===== config.mk =====
export PLATFORM = sky130hd
export DESIGN_NAME = tcp_scan_reply_classifier
export DESIGN_NICKNAME = d
export VERILOG_FILES = /design/src/hw/rtl/tsrc_pkg.sv /design/src/hw/rtl/tcp_scan_reply_classifier.sv /design/src/hw/rtl/tsrc_in_stage.sv /design/src/hw/rtl/tsrc_parser.sv /design/src/hw/rtl/tsrc_out_stage.sv
export SDC_FILE = /design/constraint.sdc
export NUM_CORES = 1
export LEC_CHECK = 0
export BUFFER_PORTS_ARGS = -buffer_cell sky130_fd_sc_hd__buf_2
export CORE_AREA = 8 8 60 62
export CTS_BUF_LIST = sky130_fd_sc_hd__clkbuf_4 sky130_fd_sc_hd__clkbuf_8
export DETAILED_ROUTE_END_ITERATION = 12
export DIE_AREA = 0 0 68 70
export GPL_TIMING_DRIVEN = 0
export MAX_ROUTING_LAYER = met4
export PLACE_DENSITY = 0.77
export SLEW_MARGIN = 10
export SYNTH_ARGS = -nofsm -noshare
export SYNTH_HDL_FRONTEND = slang
export SYNTH_HIERARCHICAL = 1
export SYNTH_SLANG_ARGS = --single-unit

===== constraint.sdc =====
create_clock -name clk -period 3.87 [get_ports clk]
set_input_delay 0.387 -clock clk [delete_from_list [all_inputs] [get_ports clk]]
set_output_delay 0.387 -clock clk [all_outputs]
set_load 0.01 [all_outputs]

===== src/hw/rtl/tsrc_pkg.sv =====
// Shared types and constants for the TCP scan reply classifier.
package tsrc_pkg;

    localparam int unsigned POS_W   = 7;
    localparam int unsigned WORDS_W = 4;

    localparam logic [POS_W-1:0]   ETH_HDR_BYTES = 7'd14;
    localparam logic [POS_W-1:0]   POS_MAX       = 7'd127;
    localparam logic [POS_W-1:0]   POS_STEP      = 7'd1;
    localparam logic [POS_W-1:0]   DOFF_OFFSET   = 7'd12;
    localparam logic [POS_W-1:0]   FLAGS_OFFSET  = 7'd13;
    localparam logic [WORDS_W-1:0] MIN_HDR_WORDS = 4'd5;

    // bit positions in the TCP flags byte
    localparam int unsigned FLAG_SYN_BIT = 1;
    localparam int unsigned FLAG_RST_BIT = 2;
    localparam int unsigned FLAG_ACK_BIT = 4;

    localparam logic CMD_BYTE    = 1'b0;
    localparam logic CMD_TIMEOUT = 1'b1;

    typedef enum logic [2:0] {
        V_OPEN     = 3'd0,
        V_CLOSED   = 3'd1,
        V_FILTERED = 3'd2,
        V_BAD_IP   = 3'd3,
        V_BAD_TCP  = 3'd4
    } verdict_t;

    typedef struct packed {
        logic       command;
        logic [7:0] frame_byte;
        logic       frame_last;
    } item_t;

    typedef struct packed {
        logic     fire;
        verdict_t verdict;
    } decision_t;

endpackage


===== src/hw/rtl/tcp_scan_reply_classifier.sv =====
// Top level of the TCP scan reply classifier.
// Classifies the reply to a TCP SYN probe from a captured Ethernet frame fed one
// byte per transaction, mixed with receive-timeout ticks (command = 1). Byte 14
// carries the IP header length; the TCP data offset and flags follow that header.
// Verdicts: 0 open (SYN+ACK, also when RST is set), 1 closed (RST+ACK),
// 2 filtered (second timeout with no result in between), 3 bad IP header
// length, 4 bad TCP header length. Frames with other flags or that end early
// give no verdict. A timeout restarts parsing at byte 0. Throughput is one
// transaction per cycle. The input register captures an accepted transaction
// and the parser's verdict is loaded into the result register, which drives
// verdict_valid, when that transaction advances. The input side keeps accepting
// while a verdict waits, and only stalls when a new verdict is produced while the
// result register is still full and not being read in that cycle.
module tcp_scan_reply_classifier (
    input  logic       clk,
    input  logic       rst_n,
    input  logic       item_valid,
    output logic       item_ready,
    input  logic       command,
    input  logic [7:0] frame_byte,
    input  logic       frame_last,
    output logic       verdict_valid,
    input  logic       verdict_ready,
    output logic [2:0] verdict
);

    tsrc_pkg::item_t     item;
    tsrc_pkg::item_t     stage_item;
    tsrc_pkg::decision_t decision;
    logic                stage_valid;
    logic                advance;

    assign item.command    = command;
    assign item.frame_byte = frame_byte;
    assign item.frame_last = frame_last;

    // stage 1: input register
    tsrc_in_stage u_in_stage (
        .clk         (clk),
        .rst_n       (rst_n),
        .item_valid  (item_valid),
        .item_ready  (item_ready),
        .item        (item),
        .advance     (advance),
        .stage_valid (stage_valid),
        .stage_item  (stage_item)
    );

    // parse state commits only when the staged transaction moves on
    tsrc_parser u_parser (
        .clk        (clk),
        .rst_n      (rst_n),
        .stage_item (stage_item),
        .advance    (advance),
        .decision   (decision)
    );

    // stage 2: result register
    tsrc_out_stage u_out_stage (
        .clk           (clk),
        .rst_n         (rst_n),
        .decision      (decision),
        .stage_valid   (stage_valid),
        .advance       (advance),
        .verdict_valid (verdict_valid),
        .verdict_ready (verdict_ready),
        .verdict       (verdict)
    );

endmodule


===== src/hw/rtl/tsrc_in_stage.sv =====
// Input register stage: holds one accepted transaction until the parser takes it.
module tsrc_in_stage (
    input  logic           clk,
    input  logic           rst_n,
    input  logic           item_valid,
    output logic           item_ready,
    input  tsrc_pkg::item_t item,
    input  logic           advance,
    output logic           stage_valid,
    output tsrc_pkg::item_t stage_item
);

    logic            valid_reg;
    logic            valid_next;
    tsrc_pkg::item_t item_reg;
    logic            accept;

    assign item_ready = !valid_reg || advance;
    assign accept     = item_valid && item_ready;

    always_comb
    begin
        valid_next = valid_reg;
        if (accept)
        begin
            valid_next = 1'b1;
        end
        else if (advance)
        begin
            valid_next = 1'b0;
        end
    end

    always_ff @(posedge clk or negedge rst_n)
    begin
        if (!rst_n)
        begin
            valid_reg <= 1'b0;
        end
        else
        begin
            valid_reg <= valid_next;
        end
    end

    // payload needs no reset
    always_ff @(posedge clk)
    begin
        if (accept)
        begin
            item_reg <= item;
        end
    end

    assign stage_valid = valid_reg;
    assign stage_item  = item_reg;

endmodule


===== src/hw/rtl/tsrc_parser.sv =====
// Frame parser: position counter, header length, timeout mark and verdict decision.
module tsrc_parser (
    input  logic                clk,
    input  logic                rst_n,
    input  tsrc_pkg::item_t     stage_item,
    input  logic                advance,
    output tsrc_pkg::decision_t decision
);

    logic [tsrc_pkg::POS_W-1:0]   pos_reg;
    logic [tsrc_pkg::POS_W-1:0]   pos_next;
    logic [tsrc_pkg::WORDS_W-1:0] words_reg;
    logic [tsrc_pkg::WORDS_W-1:0] words_next;
    logic                         decided_reg;
    logic                         decided_next;
    logic                         armed_reg;
    logic                         armed_next;

    logic [tsrc_pkg::POS_W-1:0]   tcp_start;
    logic [7:0]                   b;
    logic                         syn_ack;
    logic                         rst_ack;

    assign b         = stage_item.frame_byte;
    assign tcp_start = tsrc_pkg::ETH_HDR_BYTES
                     + {1'b0, words_reg, 2'b00};
    assign syn_ack   = b[tsrc_pkg::FLAG_SYN_BIT] && b[tsrc_pkg::FLAG_ACK_BIT];
    assign rst_ack   = b[tsrc_pkg::FLAG_RST_BIT] && b[tsrc_pkg::FLAG_ACK_BIT];

    always_comb
    begin
        decision.fire    = 1'b0;
        decision.verdict = tsrc_pkg::V_OPEN;
        pos_next         = pos_reg;
        words_next       = words_reg;
        decided_next     = decided_reg;
        armed_next       = armed_reg;

        if (stage_item.command == tsrc_pkg::CMD_TIMEOUT)
        begin
            pos_next     = '0;
            decided_next = 1'b0;
            if (armed_reg)
            begin
                decision.fire    = 1'b1;
                decision.verdict = tsrc_pkg::V_FILTERED;
                armed_next       = 1'b0;
            end
            else
            begin
                armed_next = 1'b1;
            end
        end
        else
        begin
            if (!decided_reg)
            begin
                if (pos_reg == tsrc_pkg::ETH_HDR_BYTES)
                begin
                    words_next = b[3:0];
                    if (b[3:0] < tsrc_pkg::MIN_HDR_WORDS)
                    begin
                        decision.fire    = 1'b1;
                        decision.verdict = tsrc_pkg::V_BAD_IP;
                    end
                end
                else if (pos_reg > tsrc_pkg::ETH_HDR_BYTES)
                begin
                    if (pos_reg == tcp_start + tsrc_pkg::DOFF_OFFSET)
                    begin
                        if (b[7:4] < tsrc_pkg::MIN_HDR_WORDS)
                        begin
                            decision.fire    = 1'b1;
                            decision.verdict = tsrc_pkg::V_BAD_TCP;
                        end
                    end
                    else if (pos_reg == tcp_start + tsrc_pkg::FLAGS_OFFSET)
                    begin
                        // SYN+ACK wins when RST is also set
                        decided_next = 1'b1;
                        if (syn_ack)
                        begin
                            decision.fire    = 1'b1;
                            decision.verdict = tsrc_pkg::V_OPEN;
                        end
                        else if (rst_ack)
                        begin
                            decision.fire    = 1'b1;
                            decision.verdict = tsrc_pkg::V_CLOSED;
                        end
                    end
                end
            end

            if (decision.fire)
            begin
                armed_next   = 1'b0;
                decided_next = 1'b1;
            end

            if (stage_item.frame_last)
            begin
                pos_next     = '0;
                decided_next = 1'b0;
            end
            else if (pos_reg < tsrc_pkg::POS_MAX)
            begin
                pos_next = pos_reg + tsrc_pkg::POS_STEP;
            end
        end
    end

    always_ff @(posedge clk or negedge rst_n)
    begin
        if (!rst_n)
        begin
            pos_reg     <= '0;
            words_reg   <= '0;
            decided_reg <= 1'b0;
            armed_reg   <= 1'b0;
        end
        else if (advance)
        begin
            pos_reg     <= pos_next;
            words_reg   <= words_next;
            decided_reg <= decided_next;
            armed_reg   <= armed_next;
        end
    end

endmodule


===== src/hw/rtl/tsrc_out_stage.sv =====
// Result register: one verdict waiting for the downstream handshake.
module tsrc_out_stage (
    input  logic                clk,
    input  logic                rst_n,
    input  tsrc_pkg::decision_t decision,
    input  logic                stage_valid,
    output logic                advance,
    output logic                verdict_valid,
    input  logic                verdict_ready,
    output logic [2:0]          verdict
);

    logic               valid_reg;
    logic               valid_next;
    tsrc_pkg::verdict_t verdict_reg;
    logic               load;

    // items without a result pass regardless of the output slot
    assign advance = stage_valid
                  && (!decision.fire || !valid_reg || verdict_ready);
    assign load    = advance && decision.fire;

    always_comb
    begin
        valid_next = valid_reg;
        if (load)
        begin
            valid_next = 1'b1;
        end
        else if (verdict_ready)
        begin
            valid_next = 1'b0;
        end
    end

    always_ff @(posedge clk or negedge rst_n)
    begin
        if (!rst_n)
        begin
            valid_reg <= 1'b0;
        end
        else
        begin
            valid_reg <= valid_next;
        end
    end

    always_ff @(posedge clk)
    begin
        if (load)
        begin
            verdict_reg <= decision.verdict;
        end
    end

    assign verdict_valid = valid_reg;
    assign verdict       = verdict_reg;

endmodule


==> results.txt <==
The met1 usage is 0.1508, and the number of iterations in the first detailed-routing pass is 5. For this run, the number of Yosys warnings is 6. The final route contains 1047 vias.

The register with the most flip-flops in the layout has 10 of them. The tools report the capturing point of the worst reg2reg path as u_parser/pos_reg[5]$_DFFE_PN0P_. After legalization and detailed placement, the total HPWL measured 2049 um.

TritonCTS created 3 clock buffers. STA puts the critical path data arrival time at 2.95 ns. The met3 usage is 0.02552, and the total power draw is 0.5604 mW.

Traced cell by cell, the critical path runs through inv_1, ha_1, and3b_1, o41a_1, xor2_1, a41o_1, a21boi_2, nand2b_4, buf_2. The worst clock skew is 0.005419 ns. The proportion of power drawn by combinational gates was 0.147. After the last flow step, the layout net total stands at 173. In this run, post-CTS repair resized a total of 0 instances.

For the number of levels in the clock H-tree, the log shows 1. The total setup buffers inserted after CTS came out at 0. The largest area contributor in the netlist was sky130_fd_sc_hd__edfxtp_1. The final-report max-slew violation count was 0; the clock slew seen by the registers of the worst setup and hold paths was 0.14 ns. The cell leakage power came out at 0.7020 nW. The tools report the pin count of the biggest net entering global routing as 16. In this run the deepest clock path goes through 2 buffers. The worst max-slew margin expressed relative to the limit is 0.7377. The part of the Yosys area used for sequential elements was 0.5117. In the final timing run, aggregate negative setup slack is 0 ns. After detailed routing, the number of vias per cell comes to 5.721. STA classifies the critical path startpoint as a flop. Summed over all nets, the switching power comes to 0.1416 mW. The share of total power consumed by net switching was 0.2526. Compared with the post-synthesis result, the final layout area differs by 11.29%.

The starting density of the core was 0.5620. The cell count of the worst reg-to-reg path is 12. In this run, synthesis inferred 13 flip-flops with an integrated enable.

The reg-to-reg setup timing slack was 0.59 ns; the total I/O pin count was 19. The initial antenna violation count was 0; the cell count along the critical path was 9. The number of antenna diodes in the final layout is 0. The tree built by TritonCTS fans out to 28 sinks.

The die extent in y is 70 um, and the maximum fanout encountered on the critical timing path is 9. Share of layout cells above drive strength 1: 0.2500. The count of routing violations after the opening detailed-route iteration is 47, and the power density normalized to cell area is 336.5 mW/mm^2.

Most frequent cell after synthesis: sky130_fd_sc_hd__dfrtp_1. The final-report hold violation count is 0. Setup repair after global routing left no endpoint under its margin. Area of the die: 0.004760 mm^2.

The routability congestion estimate from global placement was 0.9264. Number of buffers and inverters on the critical path: 2. The placeable core area is 0.002663 mm^2, and the total grt overflow is 0.

The number of failing setup endpoints in the final timing report is 0. In this run the most used layer during global routing was met2. The most critical setup path has its startpoint at u_parser/words_reg[0]$_DFFE_PN0P_. Cell internal power was estimated by the tool at 0.4188 mW. The flow ran to the end, and the final reports show no timing, DRC or antenna violations. The worst-case IR drop observed on VDD is 0.3430 mV. TritonCTS built the clock tree. Async set-reset flop share out of synthesis: 0.5357. The count of state elements after synthesis came out at 28. By area the synthesized netlist is led by sky130_fd_sc_hd__edfxtp_1 (26%), sky130_fd_sc_hd__dfrtp_1 (25%), sky130_fd_sc_hd__ha_1 (5.0%).

Port buffering added 18 buffers. The die is 68 um wide. The critical path start-end classification is reg2out.

The number of buffers added to fix hold violations after cts came out at 1. Type of the worst min-delay path: in2reg. The highest achievable clock rate is 300.1 MHz, and the clock period minus worst slack is 3.332 ns.

Summing all multi-input logic gate instances after layout gives 696.9 um^2. In the synthesized netlist, the cells that appear most often are sky130_fd_sc_hd__dfrtp_1 (15), sky130_fd_sc_hd__edfxtp_1 (13), sky130_fd_sc_hd__nor2_1 (13). The standard cell with the maximum stage delay on the critical path was sky130_fd_sc_hd__dfrtp_1.

Across the whole layout, storage elements account for 765.7 um^2. The share of total power in sequential cells was 0.624. The worst setup path is captured at an output port.

The clock network fraction of design power is 0.229, and the distinct cell type count of the synthesized netlist is 42. The total routing resource utilization after global routing was 0.1217. Global-route wire length before repair: 4402 um. The tools report the number of maximum-capacitance constraint violations as 0. The tools report the master cell of the clock root buffer as sky130_fd_sc_hd__clkbuf_4. The count of unresolved DRC violations after routing was 0; the count of nets left with antenna violations after detail routing was 0. The floorplan has 19 rows.

The share of the clock period used by the worst path was 0.8611. For the post-synthesis net count, the log shows 149. The delay of the slowest critical-path stage is 0.50 ns.

The most critical setup path has its endpoint at item_ready. STA puts the critical path data required time at 3.48 ns. After synthesis, the mean cell area works out to 11.60 um^2. After detailed routing, the average wire length per cell comes to 14.42 um.

The tools report the start of the worst register-to-register path as u_parser/words_reg[0]$_DFFE_PN0P_. The synthesized netlist occupies a cell area of 0.001496 mm^2. The transition at the pin with the smallest max-transition slack works out to 0.3921 ns. The area fraction of the dominant cell type after synthesis is 0.2609, and the number of global-route vias before repair is 986. Fill cells in the final layout number 224. Category of cells accounting for the largest share of critical-path delay: compound AO/OA/AOI/OAI gates. The most used flip-flop cell after synthesis is sky130_fd_sc_hd__dfrtp_1. The routed design has 2638 um of wire. The met2 track demand over resource was 0.1900; the clock latency at the later pin of the worst-skew pair was 0.33 ns. Synthesis produced a netlist whose cell count is 129.
## layer usage
metal  vias to the layer above  wire (um)
met5                         -          0
met4                         0         42
met3                         5        124
met2                        44       1271
met1                       479       1199
li1                        519          -
## cells in the final DEF, fill, tap and decap left out, types with 2 or more instances in the layout
cell                       count
sky130_fd_sc_hd__buf_2        18
sky130_fd_sc_hd__inv_1         6
sky130_fd_sc_hd__ha_1          6
sky130_fd_sc_hd__xor2_1        8
sky130_fd_sc_hd__xnor2_1       3
sky130_fd_sc_hd__nand3b_1      3
sky130_fd_sc_hd__o21ai_0       4
sky130_fd_sc_hd__nor3_1        2
sky130_fd_sc_hd__nand2_1       5
sky130_fd_sc_hd__dfrtp_1      15
sky130_fd_sc_hd__nand2b_1      4
sky130_fd_sc_hd__edfxtp_1     13
sky130_fd_sc_hd__a21oi_1       4
sky130_fd_sc_hd__nand3_1       5
sky130_fd_sc_hd__mux2_2        5
sky130_fd_sc_hd__nor2_1       13
sky130_fd_sc_hd__a31oi_1       2
sky130_fd_sc_hd__nand4_1       4
sky130_fd_sc_hd__nand4b_1      2
sky130_fd_sc_hd__and2_4        2
sky130_fd_sc_hd__clkbuf_4      4
## through the flow
stage / utilization / instances / hold WS, ns / instance area [um^2] / setup slack (ns)
global route: 0.6255 / 183 / 0.2090 / 1665 / 0.3625
floorplan: - / 129 / 0.09141 / 1496 / 0.9969
CTS: 0.6255 / 183 / 0.2101 / 1665 / 0.5313
detailed placement: 0.6104 / 178 / 0.3188 / 1625 / 0.6425
finish: 0.6255 / 183 / 0.2223 / 1665 / 0.5375
global placement: 0.6104 / 178 / 0.3121 / 1625 / 0.6960
## power groups by stage
stage          sequential (mW)  clock (mW)  combinational (mW)
2_1_floorplan            0.356           0              0.0510
3_3_place_gp             0.354           0              0.0783
3_5_place_dp             0.356           0              0.0809
4_1_cts                  0.349       0.135              0.0822
5_1_grt                  0.353       0.141              0.0921
6_report                 0.349       0.128              0.0825
## worst min path at each step
stage	from	to	slack (ns)	cells past startpoint
4_1_cts	command	u_in_stage/stage_item[9]$_DFFE_PP_	0.21	1
5_1_grt	frame_last	u_in_stage/stage_item[0]$_DFFE_PP_	0.21	1
3_3_place_gp	rst_n	u_parser/pos_reg[5]$_DFFE_PN0P_	0.31	1
6_report	command	u_in_stage/stage_item[9]$_DFFE_PP_	0.22	1
2_1_floorplan	rst_n	u_in_stage/stage_valid$_DFFE_PN0P_	0.09	0
3_5_place_dp	rst_n	u_parser/pos_reg[5]$_DFFE_PN0P_	0.32	1
## cells by family (layout without fill, tap and decap cells)
kind of cell    after synthesis  count (layout)  synth area share
compound gates               20              20            0.1028
fa+ha+maj                     6               6           0.05017
xor+xnor                     11              11           0.06439
simple gates                 50              50            0.2040
flops                        28              28            0.5117
buf+inv                       8              31           0.02257
mux                           6               6           0.04431
## cell type report
| class | instances | share of cell area |
|---|---|---|
| multi-input cells | 93 | 0.4185 |
| flip-flops and latches | 28 | 0.4598 |
| clock buffers | 4 | 0.01803 |
| plain buffers | 2 | 0.006762 |
| inverters | 6 | 0.01352 |
| well taps | 31 | 0.02329 |
| repair buffers | 19 | 0.06011 |
No activity file was read; power rests on OpenSTA's default activity.
